### config.mk
export PLATFORM = sky130hd
export DESIGN_NAME = in_order_flush_position_tracker
export DESIGN_NICKNAME = d
export VERILOG_FILES = /design/src/rtl/ifpt_pkg.sv /design/src/rtl/in_order_flush_position_tracker.sv /design/src/rtl/ifpt_alu.sv /design/src/rtl/ifpt_slot_table.sv /design/src/rtl/ifpt_seq.sv
export VERILOG_INCLUDE_DIRS = /design/src /design/src/rtl
export SDC_FILE = /design/constraint.sdc
export NUM_CORES = 1
export LEC_CHECK = 0
export BUFFER_PORTS_ARGS = -buffer_cell sky130_fd_sc_hd__buf_2
export CORE_MARGIN = 2
export CORE_UTILIZATION = 50
export CTS_BUF_LIST = sky130_fd_sc_hd__clkbuf_4 sky130_fd_sc_hd__clkbuf_8
export DETAILED_ROUTE_END_ITERATION = 10
export PLACE_DENSITY = 0.69
export SYNTH_ARGS = -nofsm -noshare
export SYNTH_HDL_FRONTEND = slang
export SYNTH_HIERARCHICAL = 1
export SYNTH_SLANG_ARGS = --single-unit
export TNS_END_PERCENT = 30
### constraint.sdc
create_clock -name clk -period 10.4 [get_ports clk]
set_input_delay 2.08 -clock clk [delete_from_list [all_inputs] [get_ports clk]]
set_output_delay 2.08 -clock clk [all_outputs]
set_load 0.01 [all_outputs]
### src/rtl/in_order_flush_position_tracker_defines.svh
// ----------------------------------------------------------------------------
// In-order flush position tracker: assertion macros
// Helpers for the concurrent checks in the scan sequencer.
// ----------------------------------------------------------------------------
`ifndef IN_ORDER_FLUSH_POSITION_TRACKER_DEFINES_SVH
`define IN_ORDER_FLUSH_POSITION_TRACKER_DEFINES_SVH

// Same-cycle implication, sampled on clk and masked during rst
`define IFPT_ASSERT_SAME(lbl, ante, cons, msg) \
  lbl: assert property (@(posedge clk) disable iff (rst) (ante) |-> (cons)) else $error(msg);

// Next-cycle implication, sampled on clk and masked during rst
`define IFPT_ASSERT_NEXT(lbl, ante, cons, msg) \
  lbl: assert property (@(posedge clk) disable iff (rst) (ante) |=> (cons)) else $error(msg);

`endif

### src/rtl/ifpt_pkg.sv
// ----------------------------------------------------------------------------
// ifpt_pkg
// Types and constants shared by the flush position tracker modules.
// ----------------------------------------------------------------------------
package ifpt_pkg;

  // Ring of writer slots
  localparam int RING_SLOTS = 8;
  localparam int SLOT_W     = $clog2(RING_SLOTS);
  localparam int LAP_W      = $clog2(RING_SLOTS + 1);

  // Field widths
  localparam int IDX_W = 3;
  localparam int POS_W = 64;
  localparam int CAP_W = 25;

  localparam logic [CAP_W-1:0] CAPACITY_RESET = CAP_W'(4096);

  // Scan sequencer states
  typedef enum logic [2:0] {
    S_IDLE,
    S_MIN,
    S_CMP,
    S_EQ,
    S_ADV,
    S_DONE
  } seq_state_t;

  // Request to the shared add/subtract unit
  typedef struct packed {
    logic [POS_W-1:0] a;
    logic [POS_W-1:0] b;
    logic             sub;
  } alu_req_t;

  // Response from the shared add/subtract unit
  typedef struct packed {
    logic [POS_W-1:0] sum;
    logic             neg;
    logic             zero;
  } alu_rsp_t;

endpackage

### src/rtl/in_order_flush_position_tracker.sv
// ----------------------------------------------------------------------------
// in_order_flush_position_tracker
// Tracks the contiguous flushed log position from out-of-order slot reports.
// ----------------------------------------------------------------------------
//   channel  | handshake                | payload
//   ---------+--------------------------+-------------------------------------
//   request  | in_valid / in_stall      | slot_index[2:0], slot_position[63:0]
//   result   | out_valid / out_stall    | flush_position[63:0], advanced
//   config   | cfg_wr_en                | cfg_wr_data[24:0] (bytes per window)
//
// A request runs from acceptance to the result register through a scan that
// stops at the first window left incomplete or after a full lap
// of eight windows. Each window costs four passes through the single
// shared 64-bit adder.
// in_stall is high from acceptance until the result is loaded.
// A result waiting under out_stall does not block the next request, but a
// second result is held back until the first one is taken.
// rst is synchronous; the slot table reads zero until each slot is written.
// ----------------------------------------------------------------------------
module in_order_flush_position_tracker (
  input  logic                       clk,
  input  logic                       rst,
  input  logic                       in_valid,
  output logic                       in_stall,
  input  logic [ifpt_pkg::IDX_W-1:0] slot_index,
  input  logic [ifpt_pkg::POS_W-1:0] slot_position,
  output logic                       out_valid,
  input  logic                       out_stall,
  output logic [ifpt_pkg::POS_W-1:0] flush_position,
  output logic                       advanced,
  input  logic                       cfg_wr_en,
  input  logic [ifpt_pkg::CAP_W-1:0] cfg_wr_data
);
  import ifpt_pkg::*;

  logic [CAP_W-1:0]  window_bytes;
  logic              accept;
  logic              busy;
  logic [SLOT_W-1:0] scan_slot;
  logic [POS_W-1:0]  slot_pos;
  alu_req_t          alu_req;
  alu_rsp_t          alu_rsp;

  // Capacity register
  always_ff @(posedge clk) begin
    if (rst) begin
      window_bytes <= CAPACITY_RESET;
    end else if (cfg_wr_en) begin
      window_bytes <= cfg_wr_data;
    end
  end

  // Take a request only while the sequencer is idle
  assign in_stall = busy;
  assign accept   = in_valid && !busy;

  ifpt_slot_table u_table (
    .clk     (clk),
    .rst     (rst),
    .wr_en   (accept),
    .wr_addr (SLOT_W'(slot_index)),
    .wr_data (slot_position),
    .rd_addr (scan_slot),
    .rd_data (slot_pos)
  );

  ifpt_alu u_alu (
    .req (alu_req),
    .rsp (alu_rsp)
  );

  ifpt_seq u_seq (
    .clk            (clk),
    .rst            (rst),
    .start          (accept),
    .busy           (busy),
    .capacity       (window_bytes),
    .scan_slot      (scan_slot),
    .slot_pos       (slot_pos),
    .alu_req        (alu_req),
    .alu_rsp        (alu_rsp),
    .out_valid      (out_valid),
    .out_stall      (out_stall),
    .flush_position (flush_position),
    .advanced       (advanced)
  );

endmodule

### src/rtl/ifpt_alu.sv
// ----------------------------------------------------------------------------
// ifpt_alu
// Shared 64-bit add/subtract unit with sign and zero flags.
// ----------------------------------------------------------------------------
module ifpt_alu (
  input  ifpt_pkg::alu_req_t req,
  output ifpt_pkg::alu_rsp_t rsp
);
  import ifpt_pkg::*;

  logic [POS_W-1:0] b_eff;
  logic [POS_W-1:0] sum;

  // Subtract as a plus inverted b plus one
  assign b_eff = req.sub ? ~req.b : req.b;
  assign sum   = req.a + b_eff + POS_W'(req.sub);

  // Flags: the sign bit gives modulo order
  assign rsp.sum  = sum;
  assign rsp.neg  = sum[POS_W-1];
  assign rsp.zero = (sum == '0);

endmodule

### src/rtl/ifpt_slot_table.sv
// ----------------------------------------------------------------------------
// ifpt_slot_table
// Per-slot flushed positions with valid bits; unwritten slots read as zero.
// ----------------------------------------------------------------------------
module ifpt_slot_table (
  input  logic                       clk,
  input  logic                       rst,
  input  logic                       wr_en,
  input  logic [ifpt_pkg::SLOT_W-1:0] wr_addr,
  input  logic [ifpt_pkg::POS_W-1:0]  wr_data,
  input  logic [ifpt_pkg::SLOT_W-1:0] rd_addr,
  output logic [ifpt_pkg::POS_W-1:0]  rd_data
);
  import ifpt_pkg::*;

  logic [POS_W-1:0]      entry [RING_SLOTS];
  logic [RING_SLOTS-1:0] valid;

  // Mark written slots
  always_ff @(posedge clk) begin
    if (rst) begin
      valid <= '0;
    end else if (wr_en) begin
      valid[wr_addr] <= 1'b1;
    end
  end

  // Store reported position
  always_ff @(posedge clk) begin
    if (wr_en) begin
      entry[wr_addr] <= wr_data;
    end
  end

  // Read the scan slot; zero until first written
  assign rd_data = valid[rd_addr] ? entry[rd_addr] : '0;

endmodule

### src/rtl/ifpt_seq.sv
// ----------------------------------------------------------------------------
// ifpt_seq
// Scan sequencer: drives the shared unit through clamp, compare, window
// check and window advance, and holds the result register.
// ----------------------------------------------------------------------------
`include "in_order_flush_position_tracker_defines.svh"

module ifpt_seq (
  input  logic                        clk,
  input  logic                        rst,
  input  logic                        start,
  output logic                        busy,
  input  logic [ifpt_pkg::CAP_W-1:0]  capacity,
  output logic [ifpt_pkg::SLOT_W-1:0] scan_slot,
  input  logic [ifpt_pkg::POS_W-1:0]  slot_pos,
  output ifpt_pkg::alu_req_t          alu_req,
  input  ifpt_pkg::alu_rsp_t          alu_rsp,
  output logic                        out_valid,
  input  logic                        out_stall,
  output logic [ifpt_pkg::POS_W-1:0]  flush_position,
  output logic                        advanced
);
  import ifpt_pkg::*;

  seq_state_t       state;
  seq_state_t       state_next;
  logic [POS_W-1:0] contig;
  logic [POS_W-1:0] window_end;
  logic [POS_W-1:0] target;
  logic [LAP_W-1:0] laps;
  logic             moved;
  logic [POS_W-1:0] cap_ext;
  logic             out_free;
  logic             last_lap;

  assign cap_ext  = {{(POS_W-CAP_W){1'b0}}, capacity};
  assign out_free = !out_valid || !out_stall;
  assign last_lap = (laps == LAP_W'(RING_SLOTS - 1));
  assign busy     = (state != S_IDLE);

  // State register
  always_ff @(posedge clk) begin
    if (rst) begin
      state <= S_IDLE;
    end else begin
      state <= state_next;
    end
  end

  // Next state and shared unit operands
  always_comb begin
    state_next  = state;
    alu_req.a   = contig;
    alu_req.b   = window_end;
    alu_req.sub = 1'b1;
    case (state)
      S_IDLE: begin
        if (start) state_next = S_MIN;
      end
      S_MIN: begin
        // window_end - slot: negative means window end lies first
        alu_req.a  = window_end;
        alu_req.b  = slot_pos;
        state_next = S_CMP;
      end
      S_CMP: begin
        alu_req.a  = contig;
        alu_req.b  = target;
        state_next = S_EQ;
      end
      S_EQ: begin
        alu_req.a  = contig;
        alu_req.b  = window_end;
        state_next = alu_rsp.zero ? S_ADV : S_DONE;
      end
      S_ADV: begin
        alu_req.a   = window_end;
        alu_req.b   = cap_ext;
        alu_req.sub = 1'b0;
        state_next  = last_lap ? S_DONE : S_MIN;
      end
      S_DONE: begin
        if (out_free) state_next = S_IDLE;
      end
      default: begin
        state_next = S_IDLE;
      end
    endcase
  end

  // Scan datapath registers
  always_ff @(posedge clk) begin
    if (rst) begin
      contig     <= '0;
      window_end <= {{(POS_W-CAP_W){1'b0}}, CAPACITY_RESET};
      scan_slot  <= '0;
      laps       <= '0;
      moved      <= 1'b0;
    end else begin
      case (state)
        S_IDLE: begin
          if (start) begin
            laps  <= '0;
            moved <= 1'b0;
          end
        end
        S_CMP: begin
          // Advance the flush position when it lies before the target
          if (alu_rsp.neg) begin
            contig <= target;
            moved  <= 1'b1;
          end
        end
        S_ADV: begin
          window_end <= alu_rsp.sum;
          scan_slot  <= (scan_slot == SLOT_W'(RING_SLOTS - 1)) ? '0 : scan_slot + 1'b1;
          laps       <= laps + 1'b1;
        end
        default: begin
        end
      endcase
    end
  end

  // Clamp the slot position to the window end
  always_ff @(posedge clk) begin
    if (state == S_MIN) begin
      target <= alu_rsp.neg ? window_end : slot_pos;
    end
  end

  // Result register: hold until taken, load when free
  always_ff @(posedge clk) begin
    if (rst) begin
      out_valid <= 1'b0;
    end else if (state == S_DONE && out_free) begin
      out_valid <= 1'b1;
    end else if (!out_stall) begin
      out_valid <= 1'b0;
    end
  end

  always_ff @(posedge clk) begin
    if (state == S_DONE && out_free) begin
      flush_position <= contig;
      advanced       <= moved;
    end
  end

  `IFPT_ASSERT_SAME(a_lap_bound, state != S_IDLE, laps <= LAP_W'(RING_SLOTS), "lap count overran")
  `IFPT_ASSERT_NEXT(a_advance_to_target, state == S_CMP && alu_rsp.neg, contig == $past(target) && moved, "flush position missed target")
  `IFPT_ASSERT_NEXT(a_window_step, state == S_ADV, window_end == $past(window_end) + $past(cap_ext), "window end step wrong")
  `IFPT_ASSERT_NEXT(a_result_load, state == S_DONE && out_free, out_valid && state == S_IDLE && flush_position == contig, "result not loaded")

endmodule

After elaboration in Yosys (flattened, before gate mapping)
Memory sizes are Yosys's and may differ from the RTL's. A register that Yosys moved wholly into a read port is not among the register bits.
Cells that the tools add are included.
- word-level logic and storage cells: 75
- register bits after elaboration: 302
- memories kept: 1
- output and inout bits: 67
- RAM bits: 512
- memory list (memory ; words ; bits a word ; rd ports ; clocked after memory_dff ; wr ports ; RTL line ; RTL):
    u_table.entry ; 8 ; 64 ; 1 ; 1 ; 1 ; ifpt_slot_table.sv:16 ; logic [POS_W-1:0] entry [RING_SLOTS];
- order comparisons: 3
- reduce and logical (&&, ||, !) cells: 16
- muxes and demuxes: 26
- bitwise logic cells: 2
- eq/ne operators: 11
- add/subtract/negate cells: 4
- operators by type and width (cell ; number):
    128-bit one-hot mux with 3 select lines ; 1
    64-bit two-way mux ; 3
    64-bit by 1-bit adder with 64-bit output ; 1
    64-bit adder ; 1
    64-bit zero test ; 1
    64-bit inverter ; 1
    3-bit two-way mux ; 6
    3-bit one-hot mux with 6 select lines ; 1
    1-bit two-way mux ; 10
    3-bit == test (second input constant) ; 3
    3-bit by 4-bit < comparator with 1-bit output (second input constant) ; 2
    8-bit bitwise OR ; 1
    4-bit one-hot mux with 2 select lines ; 1
    3-bit by 2-bit == test with 1-bit output (second input constant) ; 2
    2-bit AND reduction ; 3
    4-bit by 1-bit adder with 4-bit output (second input constant) ; 1
    4-bit by 3-bit == test with 1-bit output (second input constant) ; 1
    4-bit two-way mux ; 1
    2-bit by 1-bit != test with 1-bit output (second input constant) ; 2
    2-bit != test (second input constant) ; 2
    2-bit nonzero test ; 2
    3-bit by 1-bit adder with 3-bit output (second input constant) ; 1
    1-bit binary-select mux with 3-bit select ; 1
    1-bit demux with 3-bit select ; 1
    9 further kinds ; 13

Depth between registers and ports, before layout
Gate-level depths: netlist of run 1.
- depth in word-level cells: 11
- gate-level depth with buffers: 25
- depth with buffers taken out: 21

By module
Netlist of run 1, hierarchy kept.
- by module, submodules not included (module ; cells each ; sequential area each (um^2) ; instances ; area an instance (um^2)):
    ifpt_slot_table ; 844 ; 15534.9 ; 1 ; 19817.8
    ifpt_seq ; 1210 ; 6676.4 ; 1 ; 12509.5
    ifpt_alu ; 749 ; 0.0 ; 1 ; 5101.1
    in_order_flush_position_tracker ; 82 ; 500.5 ; 1 ; 917.1

Least setup slack after synthesis of run 1
Ideal clock, no wire load.
- path kind: input-to-reg
- start point: input port in_valid
- end point: memory u_table.entry[0][0] (enable)
- stages on the path: 2
- data required time: 9727 ps
- setup slack: 582 ps
- path buffers: 0
- data arrival time: 9145 ps
- cells stage by stage: nor2b_1 > nor4b_1
- longest elaborated chain between the ends: 3
- RTL lines (element ; RTL line ; RTL):
    from (decl) ; in_order_flush_position_tracker.sv:23 ; input logic in_valid,
    1-bit logical AND ; in_order_flush_position_tracker.sv:55 ; assign accept = in_valid && !busy;
    1-bit two-way mux ; ifpt_slot_table.sv:30 ; if (wr_en) begin
    1-bit two-way mux (implied by the code) ; ifpt_slot_table.sv:31 ; entry[wr_addr] <= wr_data;
    to (decl) ; ifpt_slot_table.sv:16 ;
Every way passes these cells.

==> results of run 1 <==
==> cells by family after synthesis <==
group / share of synthesized area [%]
simple gates: 9.09
fa+ha+maj: 2.37
buf+inv: 2.90
xor+xnor: 2.67
compound gates: 9.87
mux: 13.9
flops: 59.2
==> stage by stage <==
stage,area [um2],util (%)
after floorplan,38300,-
after global placement,39900,52.5
after detailed placement,39900,52.5
after CTS,42700,56.2
after global routing,42700,56.2
final,42700,56.2
==> where the power goes <==
part	leakage (uW)	switching [uW]	internal (uW)
Sequential	0.00725	75.1	3650
Combinational	0.00576	1480	845
Clock	0.00146	1290	1610
Total	0.0145	2840	6100
==> routing by layer <==
metal | part of all wire [%] | vias to the layer above | track usage (%)
li1 | - | 11300 | -
met1 | 44 | 12600 | 34.6
met2 | 48 | 859 | 39.9
met3 | 6.0 | 161 | 4.38
met4 | 2.3 | 12 | 8.01
met5 | 0.067 | - | 0
==> critical path, stage by stage (launching register included) <==
cell and delay (ns):
dfxtp_4 0.86, buf_4 0.70, mux4_2 0.58, mux2i_1 0.40
nor2_1 0.13, a221o_1 0.39, mux2i_2 0.21, fa_1 0.45
nand2b_1 0.19, a211oi_1 0.55, o211a_1 0.37, nor3_1 0.16
xnor2_1 0.21, or4_1 0.61, or4_1 0.44, or4b_1 0.57
nor4_1 0.51, nand4bb_1 0.18, nor4_2 0.21, nand2b_1 0.13
a221o_1 0.15, a21oi_1 0.06
==> cell usage after synthesis, drive strengths merged, types with 8 or more instances <==
master    n  area (um2)
o21ai    98         494
inv      22        82.6
mux4    130        2930
nand3b   51         383
xor2     83         727
mux2    128        1440
nor2    163         647
a211oi   11        82.6
clkbuf   86         323
xnor2    34         298
nor2b    12        75.1
a31oi     9        56.3
o22a     40         350
edfxtp  641       19200
nand3    15        75.1
nand2b   10        62.6
or3       8        55.1
ha       71         888
nand4    28         175
and2     10        62.6
dfxtp   173        3460
a21oi   243        1260
o21bai   14         105
nor3     22         110
a221o    28         280
buf     108         708
nand2   380        1430
o221a    39         439
a21o     22         165
mux2i    93         947
==> sequential cells by signal, indices dropped and copies added (netlist names) <==
name / count
u_seq/flush_position: 64
u_seq/out_valid: 1
u_seq/advanced: 1
u_table/entry: 512
u_seq/contig: 64
u_seq/scan_slot: 3
u_table/valid: 8
u_seq/window_end: 64
u_seq/target: 64
u_seq/moved: 1
window_bytes: 25
u_seq/laps: 4
u_seq/state: 3
==> worst paths after layout <==
| path | from | cells after the start | slack [ns] | endpoint |
|---|---|---|---|---|
| setup / recovery | u_seq/scan_slot[0] | 21 | 2.14 | u_seq/state[0] |
| hold / removal | u_seq/contig[30] | 0 | 0.45 | u_seq/flush_position[30] |
| setup reg to reg | u_seq/scan_slot[0] | 21 | 2.14 | u_seq/state[0] |
| hold reg to reg | u_seq/contig[30] | 0 | 0.45 | u_seq/flush_position[30] |
==> cell type report <==
type / instances / area, um2
tap: 1030 / 1290
antenna: 9 / 22.5
multi-input combinational: 1855 / 14600
fill: 6125 / 33200
clock inverter: 54 / 526
sequential: 814 / 22700
inverter: 22 / 85.1
timing repair buffer: 207 / 1180
clock buffer: 183 / 2270
==> flow_metrics.py, run 1 <==
metrics = {
    "die": {
        "die_w_um": 281,
        "rows": 101,
        "dieArea_um2": 78900,
        "core-area_um2": 75900,
        "die_h_um": 281,
        "initial_core_util_pct": 50.5,
        "pin_count": 164,
    },
    "cts": {
        "cts_buffers": 134,
        "ctsHoldBuffers": 0,
        "clk_latency_ns": 0.79,
        "cts_tree": "done",
        "clk_pin_slew_ns": 0.06,
        "cts-root-buf": "clkbuf_8",
        "cts_buffer_depth": 3,
        "h-tree-depth": 4,
        "cts_resized": 0,
        "post_cts_buffers": 0,
        "cts_sinks": 814,
    },
    "synthesis": {
        "yosysSeqAreaShare_pct": 59.2,
        "ys.flop_type": "edfxtp_1",
        "yosys_warnings": 6,
        "synth_seq_cells": 814,
        "synthesis.nets": 3054,
        "synthDistinctLibCells": 92,
        "synth_edf_count": 641,
        "synthArstFlopShare_pct": 0,
        "synth_area_um2": 38300,
        "syn_inst": 2885,
        "postSynthAreaPerCell_um2": 13.3,
    },
    "placed_design": {
        "dp_slack_ns": 2.13,
        "hpwl_mm": 63.3,
        "routabilityCongestion": 0.961,
        "place_inst": 3928,
        "io_buffers": 163,
    },
    "timing": {
        "hold_viol": 0,
        "rsz0062_at_grt": "no",
        "tightest_slew_ns": 1.04,
        "slew_violations": 0,
        "setup_viol": 0,
        "worst_slack_ns": 2.14,
        "fmax_ghz": 0.121,
        "skew_ns": 0.0405,
        "fin_hold_ws_ns": 0.450,
        "layout_min_cycle_time_ns": 8.26,
        "finalCritPeriodShare_pct": 79.4,
        "relSlewSlack_pct": 30.6,
        "final.setup.tns_ns": 0,
    },
    "grt": {
        "grt_pass1_wl_mm": 149,
        "grt_start_max_net_pins": 113,
        "grt_usage_pct": 24.9,
        "grt_pass1_vias": 24900,
        "grt_overflow": 0,
        "antenna_found_initial": 19,
    },
    "detailed_routing": {
        "vias_per_cell": 5.97,
        "wirelength_mm": 97.8,
        "post_drt_wl_per_cell_um": 23.4,
        "vias": 24900,
        "drt-pass1-iter-count": 8,
        "drc": 0,
        "antenna_left": 0,
        "drt_iter0_drc": 2186,
    },
    "pwr": {
        "leakage_uw": 0.0145,
        "total_power_uw": 8940,
        "powerDensity_nw_per_um2": 209,
        "peakVddDrop_mv": 0.140,
    },
    "finish": {
        "final_cell_count_no_fill": 4174,
        "finish.net_count": 3203,
        "layout_common_cells": "edfxtp_1 (641), nand2_1 (380), a21oi_1 (235), dfxtp_1 (167), buf_2 (162)",
        "final_common_cell": "edfxtp_1",
        "area_growth_pct": 11.4,
        "drive_gt1_share_pct": 24.6,
    },
    "min_path": {
        "min_path_type": "reg2reg",
    },
    "critical_path": {
        "worstSetupPathType": "reg2reg",
        "crit_fanout": 38,
        "worst_ep_required_time_ns": 11.01,
        "critPathCaptureType": "flop",
        "cp_data_arrival_time_ns": 8.87,
        "start_kind": "flop",
    },
    "run_status": {
        "status": "finished clean",
    },
    "flow_run": {
        "max_cap_viol_count": 0,
    },
}
(Power assumes the default switching activity.)
==> run 2: changes to the inputs <==
==> constraint.sdc (replaced) <==
create_clock -name clk -period 7 [get_ports clk]
set_input_delay 1.4 -clock clk [delete_from_list [all_inputs] [get_ports clk]]
set_output_delay 1.4 -clock clk [all_outputs]
set_load 0.01 [all_outputs]
==> run 2 against run 1 <==
Effect of this change: fmax up 24%; hold slack better by 0.024 ns; sequential share of layout area down 1.4 points; count of clock-buffer cells in the layout up 14; register-to-register slack worse by 1.8 ns; highest routed layer unchanged.
==> flow_metrics.py, run 2 (synthesis results as in run 1) <==
metrics = {
    "run_status": {
        "status": "finished clean",
    },
    "finish": {
        "largest_register_ffs": 512,
        "largest-register": "u_table/entry",
        "final_common_cell": "edfxtp_1",
        "seq_area_um2": 22700,
        "num-fill-cells": 6056,
        "finish.net_count": 3320,
        "layout_common_cells": "edfxtp_1 (641), nand2_1 (380), a21oi_1 (235), dfxtp_1 (167), buf_2 (162)",
        "area_growth_pct": 14.4,
        "multiInputGateArea_um2": 14700,
        "drive_gt1_share_pct": 27.7,
        "fin_area_um2": 43900,
    },
    "timing": {
        "worst_slack_ns": 0.343,
        "rsz0062_at_grt": "no",
        "relSlewSlack_pct": 20.4,
        "skew_ns": 0.0374,
        "setup_viol": 0,
        "layout_min_cycle_time_ns": 6.66,
        "finalCritPeriodShare_pct": 95.1,
        "final.setup.tns_ns": 0,
        "tightest_slew_ns": 1.19,
        "hold_viol": 0,
        "slew_violations": 0,
        "fmax_ghz": 0.150,
    },
    "detailed_routing": {
        "antenna_left": 0,
        "vias_per_cell": 5.91,
        "wirelength_mm": 100,
        "post_drt_wl_per_cell_um": 23.4,
        "drc": 0,
        "drt_iter0_drc": 2035,
        "vias": 25400,
        "drt-pass1-iter-count": 6,
    },
    "die": {
        "initial_core_util_pct": 50.5,
        "core-area_um2": 75900,
        "dieArea_um2": 78900,
        "die_h_um": 281,
        "die_w_um": 281,
        "rows": 101,
        "pin_count": 164,
    },
    "cts": {
        "clk_pin_slew_ns": 0.07,
        "cts-root-buf": "clkbuf_8",
        "cts_sinks": 814,
        "cts_tree": "done",
        "clk_latency_ns": 0.80,
        "cts_buffers": 137,
        "h-tree-depth": 4,
        "ctsHoldBuffers": 0,
        "cts_buffer_depth": 3,
    },
    "critical_path": {
        "worst_ep_required_time_ns": 7.65,
        "start_kind": "flop",
        "worstSetupPathType": "reg2reg",
        "cp_data_arrival_time_ns": 7.30,
        "crit_fanout": 50,
        "critPathCaptureType": "flop",
    },
    "grt": {
        "grt_pass1_wl_mm": 154,
        "grt_start_max_net_pins": 115,
        "grt_usage_pct": 25.7,
        "antenna_found_initial": 10,
        "grt_overflow": 0,
        "grt_pass1_vias": 25800,
    },
    "pwr": {
        "combPwrFrac_pct": 27.9,
        "switching_share_pct": 31.8,
        "power.switching_uw": 4340,
        "leakage_uw": 0.0151,
        "powerDensity_nw_per_um2": 311,
        "clkPwrFrac_pct": 31.6,
        "peakVddDrop_mv": 0.197,
        "seqPwrFrac_pct": 40.5,
        "p_int_uw": 9310,
    },
    "placed_design": {
        "hpwl_mm": 66.4,
        "routabilityCongestion": 0.944,
        "io_buffers": 163,
        "placed_area_um2": 41000,
        "dp_slack_ns": 0.206,
    },
    "flow_run": {
        "max_cap_viol_count": 0,
    },
    "min_path": {
        "min_path_type": "reg2reg",
    },
}
[run 2: stage by stage]
step / total power [uW] / util (%) / cells / hold WS (ns)
floorplan: 8080 / - / 2885 / 0.423
global placement: 9380 / 53.9 / 4038 / 0.441
detailed placement: 9380 / 53.9 / 4038 / 0.445
CTS: 13700 / 57.6 / 4285 / 0.474
global route: 14300 / 57.7 / 4294 / 0.481
finish: 13700 / 57.7 / 4295 / 0.473
[run 2: power by group through the flow]
stage	logic (uW)	registers, uW	clock network (uW)
finish	3810	5530	4310
floorplan	2490	5590	0
global placement	3760	5620	0
detailed placement	3750	5630	0
CTS	3780	5530	4420
global route	4110	5550	4630
[run 2: timing repair]
action / CTS / global route
endpoints found under the setup margin: 0 / 1
gates resized for setup: 0 / 7
buffers inserted: 0 / 4
[run 2: path summary, 6_finish.rpt]
kind | start | end | slack [ns] | depth (start not counted)
hold reg to reg | u_seq/contig[63] | u_seq/flush_position[63] | 0.47 | 0
hold / removal | u_seq/contig[63] | u_seq/flush_position[63] | 0.47 | 0
setup / recovery | u_seq/scan_slot[1] | u_seq/state[0] | 0.34 | 22
setup reg to reg | u_seq/scan_slot[1] | u_seq/state[0] | 0.34 | 22
[run 2: area by class of cell]
| type | instances | area share, % |
|---|---|---|
| flip-flops and latches | 814 | 51.8 |
| multi-input cells | 1855 | 33.4 |
| clock buffers | 197 | 5.45 |
| repair buffers | 321 | 5.15 |
| well taps | 1030 | 2.94 |
| clock inverters | 50 | 0.970 |
| inverters | 22 | 0.194 |
| diodes | 6 | 0.0342 |
[run 2: metal layers]
| metal | wire (um) | track usage, % |
|---|---|---|
| met1 | 43300 | 35.2 |
| met2 | 48500 | 42.0 |
| met3 | 6430 | 4.48 |
| met4 | 2080 | 7.80 |
| met5 | 45 | 0 |
[run 2: worst max-delay path: stages, from the launching register on]
cell	delay, ns
dfxtp_4	0.53
buf_12	0.21
buf_12	0.27
mux4_2	0.35
mux2i_1	0.47
nor2_1	0.19
a221o_1	0.37
xor2_1	0.15
ha_1	0.34
a21oi_1	0.22
o21ai_0	0.17
a21oi_1	0.23
a31oi_2	0.18
or3_4	0.47
a21oi_4	0.16
xnor2_1	0.16
or4_1	0.53
or4_1	0.50
or4b_1	0.52
nor4_2	0.14
nand2b_1	0.13
a221o_1	0.13
a21oi_1	0.06
